[src/design/fbww_pkg.sv]
package fbww_pkg;

  localparam int unsigned ADDR_W   = 32;
  localparam int unsigned WORD_W   = 32;
  localparam int unsigned OFFSET_W = 17;
  localparam int unsigned COUNT_W  = 2;

  typedef enum logic [1:0] {
    ACT_START  = 2'd0,
    ACT_WRITE  = 2'd1,
    ACT_COMMIT = 2'd2,
    ACT_NONE   = 2'd3
  } action_t;

  typedef enum logic {
    CMD_ERASE   = 1'b0,
    CMD_PROGRAM = 1'b1
  } command_t;

  typedef enum logic {
    REG_BASE_ADDRESS = 1'b0,
    REG_MAX_BYTES    = 1'b1
  } reg_index_t;

  localparam logic [OFFSET_W-1:0] MAX_BYTES_RESET = 17'd16384;

endpackage

[src/design/flash_byte_to_word_writer.sv]
// A result appears in the output register in the cycle after its request is accepted.
// Throughput: one write or commit request per cycle when out_free; a start request emits
// one erase per page, one per cycle when out_free, and input ready stays low until the last
// erase has been loaded. The single output register sets these rates.
// Reset (rst_n low at a clock edge) clears the packing state, empties the output register,
// and loads base_address with 0 and max_bytes with 16384.
module flash_byte_to_word_writer #(
  parameter int unsigned PAGE_BYTES      = 1024,
  parameter int unsigned PAGES_IN_BUFFER = 16
) (
  input  logic                          clk,
  input  logic                          rst_n,

  input  logic                          in_valid,
  output logic                          in_ready,
  input  logic [1:0]                    in_action,
  input  logic [7:0]                    in_data_byte,

  output logic                          out_valid,
  input  logic                          out_ready,
  output logic                          out_command,
  output logic [fbww_pkg::ADDR_W-1:0]   out_flash_address,
  output logic [fbww_pkg::WORD_W-1:0]   out_word_data,
  output logic                          out_last,

  input  logic                          cfg_valid,
  output logic                          cfg_ready,
  input  logic                          cfg_index,
  input  logic [31:0]                   cfg_value
);

  localparam int unsigned IDX_W = (PAGES_IN_BUFFER > 1) ? $clog2(PAGES_IN_BUFFER) : 1;
  localparam logic [IDX_W-1:0] LAST_PAGE = IDX_W'(PAGES_IN_BUFFER - 1);
  localparam logic [fbww_pkg::ADDR_W-1:0] PAGE_STEP = fbww_pkg::ADDR_W'(PAGE_BYTES);

  logic [fbww_pkg::ADDR_W-1:0]   base_r;
  logic [fbww_pkg::OFFSET_W-1:0] max_r;

  logic [fbww_pkg::OFFSET_W-1:0] write_offset_r, write_offset_nxt;
  logic [fbww_pkg::WORD_W-1:0]   pending_word_r, pending_word_nxt;
  logic [fbww_pkg::COUNT_W-1:0]  pending_count_r, pending_count_nxt;

  logic                          erase_busy_r, erase_busy_nxt;
  logic [IDX_W-1:0]              page_idx_r, page_idx_nxt;
  logic [fbww_pkg::ADDR_W-1:0]   erase_addr_r, erase_addr_nxt;

  logic                          out_valid_r, out_valid_nxt;
  logic                          command_r, command_nxt;
  logic [fbww_pkg::ADDR_W-1:0]   addr_r, addr_nxt;
  logic [fbww_pkg::WORD_W-1:0]   data_r, data_nxt;
  logic                          last_r, last_nxt;

  logic                          out_free;
  logic                          in_accept;
  logic [fbww_pkg::OFFSET_W:0]   total;
  logic [fbww_pkg::WORD_W-1:0]   filled_word;

  assign out_free  = !out_valid_r || out_ready;
  assign in_ready  = !erase_busy_r && out_free;
  assign in_accept = in_valid && in_ready;
  assign cfg_ready = 1'b1;

  assign out_valid         = out_valid_r;
  assign out_command       = command_r;
  assign out_flash_address = addr_r;
  assign out_word_data     = data_r;
  assign out_last          = last_r;

  // Byte count the buffer would hold if this byte were kept.
  assign total = {1'b0, write_offset_r} + (fbww_pkg::OFFSET_W+1)'(pending_count_r)
               + (fbww_pkg::OFFSET_W+1)'(1);

  always_comb begin
    filled_word = pending_word_r;
    filled_word[8*pending_count_r +: 8] = in_data_byte;
  end

  always_comb begin
    write_offset_nxt  = write_offset_r;
    pending_word_nxt  = pending_word_r;
    pending_count_nxt = pending_count_r;
    erase_busy_nxt    = erase_busy_r;
    page_idx_nxt      = page_idx_r;
    erase_addr_nxt    = erase_addr_r;
    out_valid_nxt     = out_valid_r && !out_ready;
    command_nxt       = command_r;
    addr_nxt          = addr_r;
    data_nxt          = data_r;
    last_nxt          = last_r;

    if (erase_busy_r && out_free) begin
      out_valid_nxt  = 1'b1;
      command_nxt    = fbww_pkg::CMD_ERASE;
      addr_nxt       = erase_addr_r;
      data_nxt       = '0;
      last_nxt       = (page_idx_r == LAST_PAGE);
      erase_busy_nxt = (page_idx_r != LAST_PAGE);
      page_idx_nxt   = page_idx_r + IDX_W'(1);
      erase_addr_nxt = erase_addr_r + PAGE_STEP;
    end else if (in_accept) begin
      case (fbww_pkg::action_t'(in_action))
        fbww_pkg::ACT_START: begin
          out_valid_nxt     = 1'b1;
          command_nxt       = fbww_pkg::CMD_ERASE;
          addr_nxt          = base_r;
          data_nxt          = '0;
          last_nxt          = (PAGES_IN_BUFFER == 1);
          erase_busy_nxt    = (PAGES_IN_BUFFER > 1);
          page_idx_nxt      = IDX_W'(1);
          erase_addr_nxt    = base_r + PAGE_STEP;
          write_offset_nxt  = '0;
          pending_word_nxt  = '0;
          pending_count_nxt = '0;
        end
        fbww_pkg::ACT_WRITE: begin
          if (total <= {1'b0, max_r}) begin
            if (pending_count_r == fbww_pkg::COUNT_W'(3)) begin
              out_valid_nxt     = 1'b1;
              command_nxt       = fbww_pkg::CMD_PROGRAM;
              addr_nxt          = base_r + fbww_pkg::ADDR_W'(write_offset_r);
              data_nxt          = filled_word;
              last_nxt          = 1'b1;
              write_offset_nxt  = write_offset_r + fbww_pkg::OFFSET_W'(4);
              pending_word_nxt  = '0;
              pending_count_nxt = '0;
            end else begin
              pending_word_nxt  = filled_word;
              pending_count_nxt = pending_count_r + fbww_pkg::COUNT_W'(1);
            end
          end
        end
        fbww_pkg::ACT_COMMIT: begin
          if (pending_count_r != '0) begin
            out_valid_nxt     = 1'b1;
            command_nxt       = fbww_pkg::CMD_PROGRAM;
            addr_nxt          = base_r + fbww_pkg::ADDR_W'(write_offset_r);
            data_nxt          = pending_word_r;
            last_nxt          = 1'b1;
            write_offset_nxt  = write_offset_r + fbww_pkg::OFFSET_W'(4);
            pending_word_nxt  = '0;
            pending_count_nxt = '0;
          end
        end
        default: begin
        end
      endcase
    end
  end

  always_ff @(posedge clk) begin
    if (!rst_n) begin
      base_r          <= '0;
      max_r           <= fbww_pkg::MAX_BYTES_RESET;
      write_offset_r  <= '0;
      pending_word_r  <= '0;
      pending_count_r <= '0;
      erase_busy_r    <= 1'b0;
      page_idx_r      <= '0;
      erase_addr_r    <= '0;
      out_valid_r     <= 1'b0;
    end else begin
      if (cfg_valid && cfg_ready) begin
        case (fbww_pkg::reg_index_t'(cfg_index))
          fbww_pkg::REG_BASE_ADDRESS: base_r <= cfg_value;
          fbww_pkg::REG_MAX_BYTES:    max_r  <= cfg_value[fbww_pkg::OFFSET_W-1:0];
          default: begin
          end
        endcase
      end
      write_offset_r  <= write_offset_nxt;
      pending_word_r  <= pending_word_nxt;
      pending_count_r <= pending_count_nxt;
      erase_busy_r    <= erase_busy_nxt;
      page_idx_r      <= page_idx_nxt;
      erase_addr_r    <= erase_addr_nxt;
      out_valid_r     <= out_valid_nxt;
    end
  end

  always_ff @(posedge clk) begin
    command_r <= command_nxt;
    addr_r    <= addr_nxt;
    data_r    <= data_nxt;
    last_r    <= last_nxt;
  end

  // An erase burst in progress always has its current erase waiting at the output.
  a_busy_has_output: assert property (@(posedge clk) disable iff (!rst_n)
    erase_busy_r |-> out_valid_r)
    else $error("erase sequencer busy with empty output register");

  // A non-final erase on the output means more erases are still queued.
  a_erase_not_last: assert property (@(posedge clk) disable iff (!rst_n)
    (out_valid_r && command_r == fbww_pkg::CMD_ERASE && !last_r) |-> erase_busy_r)
    else $error("non-final erase shown with no erase burst pending");

  // A start request restarts the buffer and shows the first erase next cycle.
  a_start_effect: assert property (@(posedge clk) disable iff (!rst_n)
    (in_accept && in_action == fbww_pkg::ACT_START) |=>
      (out_valid_r && command_r == fbww_pkg::CMD_ERASE && write_offset_r == '0
       && pending_count_r == '0))
    else $error("start request did not clear state and issue an erase");

endmodule
[config.mk]
export PLATFORM = sky130hd
export DESIGN_NAME = flash_byte_to_word_writer
export DESIGN_NICKNAME = d
export VERILOG_FILES = /design/src/design/fbww_pkg.sv /design/src/design/flash_byte_to_word_writer.sv
export SDC_FILE = /design/constraint.sdc
export NUM_CORES = 1
export LEC_CHECK = 0
export BUFFER_PORTS_ARGS = -buffer_cell sky130_fd_sc_hd__buf_2
export CORE_ASPECT_RATIO = 0.8
export CORE_MARGIN = 2
export CORE_UTILIZATION = 59
export CTS_CLUSTER_DIAMETER = 150
export CTS_CLUSTER_SIZE = 10
export DETAILED_ROUTE_END_ITERATION = 8
export GPL_ROUTABILITY_DRIVEN = 0
export GPL_TIMING_DRIVEN = 0
export PLACE_DENSITY = 0.8
export SYNTH_ARGS = -nofsm -noshare
export SYNTH_HDL_FRONTEND = slang
export SYNTH_SLANG_ARGS = --single-unit
[constraint.sdc]
create_clock -name clk -period 7.3 [get_ports clk]
set_input_delay 0.73 -clock clk [delete_from_list [all_inputs] [get_ports clk]]
set_output_delay 0.73 -clock clk [all_outputs]
set_load 0.01 [all_outputs]
==> run summary, run 1 <==
Outcome: finished clean
Top-count cell post-synth: nand2_1
Die Ht: 125 um
Area leader, netlist: dfxtp_1
Clk slew on worst S/H paths: 0.06 ns
Synth top area share: 0.313
Post-Syn Nets: 1410
Final-report max-slew violation count: 0
Pwr dens: 208 mW/mm2
Critical Path Start: pending_count_r[0]
Avg WL per Cell: 19.0 um
Mapped Area: 0.0108 mm2
Largest net degree at the start of global routing: 30
Slowest cell on crit path: nor3_1
Worst path cell trace: clkbuf_1 -> nand2_1 -> nor3_1 -> nand2_1 -> xnor2_1 -> ha_1 -> nand4_1 -> nor4_1 -> nand4_1 -> o32a_1 -> buf_2 -> nand2_1 -> clkbuf_1 -> nand3_1 -> a21oi_1
Final net count: 1551
CTS Buf Count: 24
Number of top-level pins: 117
# fillers: 1536
Core area: 0.0181 mm2
Tmin final: 5.05 ns
Worst hold path type: in -> reg
CP max stage delay: 0.70 ns
H-tree lvl count: 1
Drt first pass iters: 6
Clk root buf: clkbuf_16
Async S/R FF share, synth: 0
Final Skew: 0.0117 ns
Setup crit end kind: register
Top delay family on crit path: simple AND/OR/NAND/NOR gates
Post-DP Area: 0.0117 mm2
Inserted Diodes: 0
Detail Route Antenna Nets: 0
Ys flop type: dfxtp_1
Area growth, synth to finish: 14.5%
RR Startpoint: pending_count_r[0]
CTS tree: built
Residual DRC: 0
Critical path type: reg -> reg
Most frequent CP cell: nand2_1
Hold Vio Cnt, Final: 0
Clk buf depth: 3
Share of layout cells above drive strength 1: 0.116
Dpl hpwl: 23.5 mm
Starting Density: 0.599
Mapped Cells: 1316
Area contributors post-synth: dfxtp_1 (31%), edfxtp_1 (9.2%), nand2_1 (8.6%), a21oi_1 (7.1%), ha_1 (5.3%)
Crit Path Max Fanout: 10
First-pass GRT wire length: 51.4 mm
Avg Cell Area, Syn: 8.22 um2
Later-pin clock latency in the skew report: 0.52 ns
Max-Cap Viols: 0
Std-Cell Rows: 44
Busiest grt layer: met1
Setup Fix Bufs, Post-CTS: 0
Worst Tran Pin Value: 1.34 ns
EDFF count, synth: 33
M1 GR Usage: 0.478
Via density: 6.34
DRT iter0 DRCs: 1244
Wirelength, routed: 32.3 mm
Port bufs: 114
Post-synthesis sequential area ratio: 0.404
Clock sink total: 202
Tot GR Track Use: 0.327
Setup Viol. Count Final: 0
Post-route cell area: 0.0124 mm2
Number of distinct library cells after synthesis: 72
Tcrit/Tclk final: 0.692
Fmax achieved: 198 MHz
Hold Path Origin: cfg_value[18]
Post-synth top cells: nand2_1 (247), dfxtp_1 (169), a21oi_1 (154)
# resized after CTS: 0
Met2 Use GR: 0.469
Cts hold-fix bufs: 0
Unrepaired setup endpoints after global routing: no
Normalized max-slew margin: 0.0978
Worst endpoint required time: 7.74 ns
Vias: 10800
Leak Pwr: 4.76 nW
DIE AREA: 0.0194 mm2
Crit path DAT: 5.49 ns
Gr ovfl total: 0
DIE WIDTH: 155 um
Worst setup SP type: register
M3 GR Usage: 0.0825
#FFs+latches synth: 202
Buf/Inv on CP: 3
Setup slack after layout: 2.25 ns
Vias in the first global route: 9826
Initial antenna violation count: 0
Worst VDD drop: 0.150 mV
Yosys warns: 0
Dpl ws: 2.24 ns
## final timing paths
kind	to	slack (ns)	cells after the start
min	base_r[18]	0.44	3
max	out_word_data[31]	2.25	15
min reg2reg	out_word_data[16]	0.45	2
max reg2reg	out_word_data[31]	2.25	15
## cells in the final DEF (no fill, tap or decap), drive strengths merged, types with 7 or more instances in the layout
| cell | instances |
|---|---|
| a211oi | 9 |
| a21o | 13 |
| a21oi | 154 |
| a22o | 33 |
| a31oi | 15 |
| a32o | 16 |
| and2 | 7 |
| and3 | 11 |
| buf | 139 |
| clkbuf | 104 |
| dfxtp | 169 |
| edfxtp | 33 |
| ha | 46 |
| inv | 41 |
| mux2i | 21 |
| nand2 | 247 |
| nand3 | 66 |
| nand4 | 26 |
| nor2 | 58 |
| nor3 | 18 |
| nor3b | 8 |
| nor4 | 9 |
| o211ai | 8 |
| o21ai | 55 |
| o2bb2ai | 16 |
| or3 | 9 |
| xnor2 | 32 |
| xor2 | 13 |
## stage by stage
step	std cells	util	total power [W]	TNS (ns)	hold slack (ns)
5_1_grt	1698	0.686	0.00264	0	0.455
6_report	1698	0.686	0.00257	0	0.445
3_3_place_gp	1660	0.646	0.00150	-22.61	0.440
3_5_place_dp	1661	0.648	0.00150	0	0.445
2_1_floorplan	1316	-	0.00139	0	0.431
4_1_cts	1698	0.686	0.00256	0	0.444
## kinds of logic (layout without fill, tap and decap cells)
| family | after synthesis | after routing | synth area share |
|---|---|---|---|
| compound gates | 373 | 373 | 0.224 |
| xor+xnor | 45 | 45 | 0.0364 |
| fa+ha+maj | 46 | 46 | 0.0532 |
| buf+inv | 132 | 284 | 0.0482 |
| flops | 202 | 202 | 0.404 |
| mux | 23 | 23 | 0.0215 |
| other cells | 1 | 1 | 0.000347 |
| simple gates | 494 | 494 | 0.211 |
## flip-flops by register name (all words and copies together) (netlist names), 2 cells and up
name               cells
out_word_data         32
pending_word_r        32
out_flash_address     32
write_offset_r        15
pending_count_r        2
max_r                 17
base_r                32
page_idx_r             4
erase_addr_r          32
## metal layers
| layer | vias up | routed length, um |
|---|---|---|
| met2 | 604 | 13400 |
| met1 | 5030 | 13900 |
| li1 | 5025 | - |
| met4 | 0 | 1120 |
| met5 | - | 0 |
| met3 | 108 | 3900 |
## power by group
group	leakage, nW	internal (W)	switching [W]
Combinational	2.74	0.0000902	0.000199
Clock	0.326	0.000623	0.000458
Sequential	1.70	0.00117	0.0000277
## layout make-up
class	instances	area, um2	area share
buffer	92	372	0.0300
multi-input combinational	982	5930	0.479
clock buffer	36	667	0.0539
sequential	202	4370	0.353
timing repair buffer	115	591	0.0477
tap	230	288	0.0232
inverter	40	150	0.0121
clock inverter	1	8.76	0.000707
## worst reg2reg max path, cell delays in order, from the launching register on
cell and delay, ns:
dfxtp_1 0.47, clkbuf_1 0.39, nand2_1 0.19, nor3_1 0.70, nand2_1 0.16, xnor2_1 0.22
ha_1 0.32, nand4_1 0.14, nor4_1 0.44, nand4_1 0.25, o32a_1 0.42, buf_2 0.20
nand2_1 0.33, clkbuf_1 0.41, nand3_1 0.16, a21oi_1 0.19
Note: power is estimated with default switching activity, not from simulation.
==> inputs of run 2 (changes only) <==
Clock period 7.3 ns to 4.99 ns, I/O delays scaled along.
==> run 2 against run 1 <==
Effect of this change: critical path depth shrank 2; combinational power rose by 49%; fmax up 5.2%; largest power group unchanged; register-to-register slack worse by 2.1 ns; highest routed layer unchanged; core utilization grew 0.19 points; critical endpoint is now erase_addr_r[30]; largest cell class unchanged.
==> run summary, run 2 (same netlist as run 1, synthesis figures left out) <==
First-pass GRT wire length: 50.8 mm (-1.2%)
Outcome: finished clean
# fillers: 1520 (-1.0%)
Dpl ws: 0.148 ns (-2.10 ns)
H-tree lvl count: 1 (unchanged)
Crit path DAT: 5.22 ns (-0.27 ns)
Tot GR Track Use: 0.324 (-0.00298)
Detail Route Antenna Nets: 0 (unchanged)
Clock sink total: 202 (unchanged)
Vias: 10700 (-0.37%)
Drt first pass iters: 6 (unchanged)
Worst setup SP type: register
Worst Tran Pin Value: 1.31 ns (-0.0289 ns)
Std-Cell Rows: 44 (unchanged)
Register area: 0.00437 mm2 (unchanged)
Most frequent cells in the layout: nand2_1 (247), dfxtp_1 (169), a21oi_1 (153)
Worst hold path type: in -> reg
Normalized max-slew margin: 0.117 (+0.0195)
Vias in the first global route: 9709 (-1.2%)
Final-report max-slew violation count: 0 (unchanged)
Clk buf depth: 3 (unchanged)
Largest net degree at the start of global routing: 27 (-10%)
Avg WL per Cell: 19.3 um (+1.1%)
Initial antenna violation count: 1 (+1)
Crit Path Max Fanout: 10 (unchanged)
Sw Ratio: 0.265 (-0.00207)
P_int: 0.00275 W (+46%)
Setup Viol. Count Final: 0 (unchanged)
Tcrit/Tclk final: 0.963 (+0.271)
Setup slack after layout: 0.186 ns (-2.06 ns)
Clk root buf: clkbuf_16
Gr ovfl total: 0 (unchanged)
Worst endpoint required time: 5.40 ns (-2.34 ns)
Commonest non-fill, non-tap cell in the layout: nand2_1
Worst VDD drop: 0.260 mV (+73%)
Leak Pwr: 4.78 nW (+0.35%)
Final Skew: 0.0193 ns (+0.00759 ns)
CTS tree: built
Unrepaired setup endpoints after global routing: yes
Setup TNS: 0 ns (unchanged)
Wirelength, routed: 32.7 mm (+1.0%)
DIE AREA: 0.0194 mm2 (unchanged)
Hold Vio Cnt, Final: 0 (unchanged)
DRT iter0 DRCs: 1092 (-12%)
Final net count: 1552 (+0.064%)
Area of the multi-input gates: 0.00596 mm2 (+0.55%)
Clk slew on worst S/H paths: 0.06 ns (about the same)
Net Sw Power: 0.000990 W (+44%)
Tmin final: 4.80 ns (-0.248 ns)
Number of top-level pins: 117 (unchanged)
Setup crit end kind: register
Max-Cap Viols: 0 (unchanged)
DIE WIDTH: 155 um (unchanged)
Die Ht: 125 um (unchanged)
Residual DRC: 0 (unchanged)
Pwr dens: 301 mW/mm2 (+45%)
Fmax achieved: 208 MHz (+5.2%)
Dpl hpwl: 23.5 mm (about the same)
Sequential fraction of design power: 0.470 (+0.003)
Power share of the combinational group: 0.115 (+0.002)
Inserted Diodes: 0 (unchanged)
Port bufs: 114 (unchanged)
Starting Density: 0.599 (unchanged)
Share of layout cells above drive strength 1: 0.123 (+0.00766)
Area growth, synth to finish: 14.8%
Clk pwr share: 0.415 (-0.006)
CTS Buf Count: 24 (unchanged)
Core area: 0.0181 mm2 (unchanged)
Via density: 6.32 (-0.25%)
Later-pin clock latency in the skew report: 0.52 ns (about the same)
Critical path type: reg -> reg
run 2: changes by cell type in the layout (fill, tap and decap cells not counted), moves of 2 or more:
cell,delta
nor4_2,+2
clkbuf_1,-7
clkbuf_2,+4
nor4_1,-2
run 2: path summary, 6_finish.rpt:
kind,startpoint,to,slack [ns],depth (start not counted)
max,out_valid,erase_addr_r[30],0.19,13
min,cfg_value[30],base_r[30],0.22,3
max reg2reg,out_valid,erase_addr_r[30],0.19,13
min reg2reg,out_command,out_command,0.45,2
run 2: area by class of cell:
type | count | share of cell area
Inverter | 40 | 0.0121
Clock buffer | 33 | 0.0528
Sequential cell | 202 | 0.352
Buffer | 92 | 0.0303
Tap cell | 230 | 0.0232
Clock inverter | 1 | 0.000706
Multi-Input combinational cell | 982 | 0.480
Timing Repair Buffer | 116 | 0.0482
run 2: what timing repair did:
item / 4_1_cts / 5_1_grt
setup buffers: 0 / 1
endpoints found under the setup margin: 0 / 105
hold buffers: 0 / 0
resized for setup: 0 / 13
run 2: stage by stage:
stage | instances | total power (W) | instance area (um2) | utilization | hold slack (ns)
after floorplan | 1316 | 0.00203 | 10800 | - | 0.431
after global placement | 1660 | 0.00219 | 11700 | 0.646 | 0.440
after detailed placement | 1661 | 0.00220 | 11700 | 0.648 | 0.443
after CTS | 1695 | 0.00373 | 12400 | 0.685 | 0.215
after global routing | 1696 | 0.00385 | 12400 | 0.687 | 0.239
final | 1696 | 0.00374 | 12400 | 0.687 | 0.215
run 2: critical path, cell delays in order, from the launching register on:
cell and delay, ns:
dfxtp_1 0.35, and2b_1 0.21, buf_6 0.16, nor2_1 0.46
clkbuf_1 0.49, buf_1 0.69, nand2_1 0.15, o21ai_0 0.12
ha_1 0.24, inv_1 0.09, a221oi_2 0.61, nand4_1 0.48
o211a_1 0.37, o31a_1 0.28
run 2: power groups by stage:
stage / combinational, W / clock [W] / sequential [W]
detailed placement: 0.000410 / 0 / 0.00179
finish: 0.000432 / 0.00155 / 0.00176
floorplan: 0.000241 / 0 / 0.00179
CTS: 0.000414 / 0.00156 / 0.00175
global placement: 0.000397 / 0 / 0.00179
global route: 0.000464 / 0.00163 / 0.00176
run 2: per-layer routing:
| layer | up-vias | wire, um | GRT usage | share of wire |
|---|---|---|---|---|
| li1 | 5014 | - | - | - |
| met1 | 4949 | 14100 | 0.463 | 0.43 |
| met2 | 644 | 13300 | 0.479 | 0.41 |
| met3 | 120 | 3870 | 0.0756 | 0.12 |
| met4 | 0 | 1330 | 0.118 | 0.041 |
| met5 | - | 0 | 0 | 0 |
==> inputs of run 3 (changes only) <==
Settings changed: CORE_MARGIN 2 to 5, MAX_ROUTING_LAYER set to met4.
==> run 3 against run 2 <==
Effect of this change: flip-flop and latch count unchanged; final cell count about the same; via count up 0.13%; largest cell class unchanged; combinational power about the same; highest routed layer unchanged; non-clock buffer count unchanged; critical path type unchanged; die area grew 8.8%; clock power barely moved; fmax grew 1.2%; core utilization down 0.076 points; total power is 0.36% lower.
==> run summary, run 3 (same netlist as run 1, synthesis figures left out) <==
Crit path DAT: 5.15 ns (-0.07 ns)
Top delay family on crit path: buffers and inverters
Clock sink total: 202 (unchanged)
Wirelength, routed: 32.9 mm (+0.66%)
Later-pin clock latency in the skew report: 0.53 ns (about the same)
Number of top-level pins: 117 (unchanged)
Register area: 0.00437 mm2 (unchanged)
Commonest non-fill, non-tap cell in the layout: nand2_1
Setup Fix Bufs, Post-CTS: 0 (unchanged)
Tot GR Track Use: 0.309 (-0.0155)
Pwr dens: 301 mW/mm2 (-0.25%)
Dpl ws: 0.153 ns (+0.00440 ns)
Outcome: finished clean
Area growth, synth to finish: 14.7%
Clk root buf: clkbuf_16
First-pass GRT wire length: 51.4 mm (+1.3%)
Worst Tran Pin Value: 1.21 ns (-0.0972 ns)
Tmin final: 4.75 ns (-0.0579 ns)
Detail Route Antenna Nets: 0 (unchanged)
Most frequent cells in the layout: nand2_1 (247), dfxtp_1 (169), a21oi_1 (153)
Setup crit end kind: register
Via density: 6.33 (about the same)
Initial antenna violation count: 0 (-1)
Final Skew: 0.0205 ns (+0.00121 ns)
Tcrit/Tclk final: 0.951 (-0.0116)
Core area: 0.0181 mm2 (unchanged)
Post-DP Area: 0.0117 mm2 (unchanged)
Hold Vio Cnt, Final: 0 (unchanged)
Fmax achieved: 211 MHz (+1.2%)
Critical path type: reg -> reg
DRT iter0 DRCs: 1492 (+37%)
Worst hold path type: in -> reg
Worst path cell trace: and2b_1 -> buf_6 -> nor2_1 -> clkbuf_1 -> buf_1 -> nand2_1 -> o21ai_0 -> ha_1 -> inv_1 -> a221oi_2 -> nand4_1 -> o21ai_0 -> a21boi_0 -> o31a_1
Inserted Diodes: 0 (unchanged)
Final net count: 1552 (unchanged)
Gr ovfl total: 0 (unchanged)
Sequential fraction of design power: 0.471 (about the same)
Clk buf depth: 3 (unchanged)
Most frequent CP cell: o21ai_0
# fillers: 1515 (-0.33%)
Max-Cap Viols: 0 (unchanged)
Worst setup SP type: register
Port bufs: 114 (unchanged)
Crit Path Max Fanout: 10 (unchanged)
Share of layout cells above drive strength 1: 0.123 (-0.000766)
Drt first pass iters: 6 (unchanged)
Worst VDD drop: 0.208 mV (-20%)
H-tree lvl count: 1 (unchanged)
CTS tree: built
Starting Density: 0.599 (unchanged)
Clk pwr share: 0.414 (about the same)
DIE WIDTH: 161 um (+3.9%)
Power share of the combinational group: 0.115 (about the same)
Dpl hpwl: 23.9 mm (+1.7%)
Avg WL per Cell: 19.4 um (+0.61%)
Worst endpoint required time: 5.40 ns (about the same)
Clk slew on worst S/H paths: 0.06 ns (about the same)
Residual DRC: 0 (unchanged)
Setup slack after layout: 0.244 ns (+0.0579 ns)
Buf/Inv on CP: 4 (unchanged)
Sw Ratio: 0.269 (+0.00398)
P_int: 0.00273 W (-0.90%)
Std-Cell Rows: 44 (unchanged)
CP max stage delay: 0.70 ns (about the same)
Normalized max-slew margin: 0.183 (+0.0654)
Largest net degree at the start of global routing: 27 (unchanged)
Setup Viol. Count Final: 0 (unchanged)
Final-report max-slew violation count: 0 (unchanged)
Post-route cell area: 0.0124 mm2 (-0.11%)
DIE AREA: 0.0212 mm2 (+8.8%)
Slowest cell on crit path: buf_1
Vias in the first global route: 9780 (+0.73%)
Die Ht: 131 um (+4.8%)
Vias: 10700 (+0.13%)
Leak Pwr: 4.78 nW (-0.10%)
Area of the multi-input gates: 0.00596 mm2 (-0.10%)
Net Sw Power: 0.00100 W (+1.1%)
CTS Buf Count: 24 (unchanged)
## run 3: cell count changes in the layout (fill, tap and decap cells not counted)
cell	change
buf_4	-1
clkinv_8	+1
nor4_2	-1
clkbuf_16	-1
nor4_1	+1
clkbuf_2	+1
clkbuf_1	+1
## run 3: cell type report
type | instances | share of cell area
Buffer | 92 | 0.0304
Clock buffer | 33 | 0.0512
Clock inverter | 2 | 0.00202
Inverter | 40 | 0.0121
Multi-Input combinational cell | 982 | 0.480
Sequential cell | 202 | 0.353
Tap cell | 230 | 0.0232
Timing Repair Buffer | 116 | 0.0480
## run 3: timing repair
item / in CTS / in global routing
setup endpoints to repair: 0 / 98
gates resized for setup: 0 / 13
hold buffers: 0 / 0
## run 3: worst paths after layout
kind / slack (ns) / cells past startpoint / from / end
min: 0.21 / 3 / cfg_value[17] / base_r[17]
max: 0.24 / 14 / out_valid / erase_addr_r[30]
min reg2reg: 0.45 / 2 / out_command / out_command
max reg2reg: 0.24 / 14 / out_valid / erase_addr_r[30]
## run 3: per-stage QoR
stage | power, W | hold slack (ns) | util | cells | TNS (ns)
6_report | 0.00373 | 0.212 | 0.687 | 1697 | 0
5_1_grt | 0.00384 | 0.215 | 0.687 | 1697 | -0.274
4_1_cts | 0.00371 | 0.206 | 0.685 | 1696 | 0
3_5_place_dp | 0.00220 | 0.445 | 0.648 | 1661 | 0
3_3_place_gp | 0.00219 | 0.440 | 0.646 | 1660 | -50.45
2_1_floorplan | 0.00203 | 0.431 | - | 1316 | 0
## run 3: power by group through the flow
stage / Sequential [W] / Combinational (W) / Clock (W)
after global routing: 0.00176 / 0.000464 / 0.00161
after floorplan: 0.00179 / 0.000241 / 0
after global placement: 0.00179 / 0.000399 / 0
after CTS: 0.00175 / 0.000415 / 0.00154
after detailed placement: 0.00179 / 0.000412 / 0
final: 0.00176 / 0.000429 / 0.00154
## run 3: worst register-to-register path, stage by stage (launching register included)
cell and delay [ns]:
dfxtp_1 0.35, and2b_1 0.21, buf_6 0.15, nor2_1 0.50, clkbuf_1 0.48, buf_1 0.70
nand2_1 0.14, o21ai_0 0.11, ha_1 0.22, inv_1 0.09, a221oi_2 0.55, nand4_1 0.46
o21ai_0 0.29, a21boi_0 0.11, o31a_1 0.26
## run 3: layer usage
layer,vias up,global-route usage,part of all wire
li1,5025,-,-
met1,4969,0.435,0.44
met2,646,0.450,0.41
met3,101,0.0653,0.11
met4,0,0.0898,0.033
met5,-,-,0
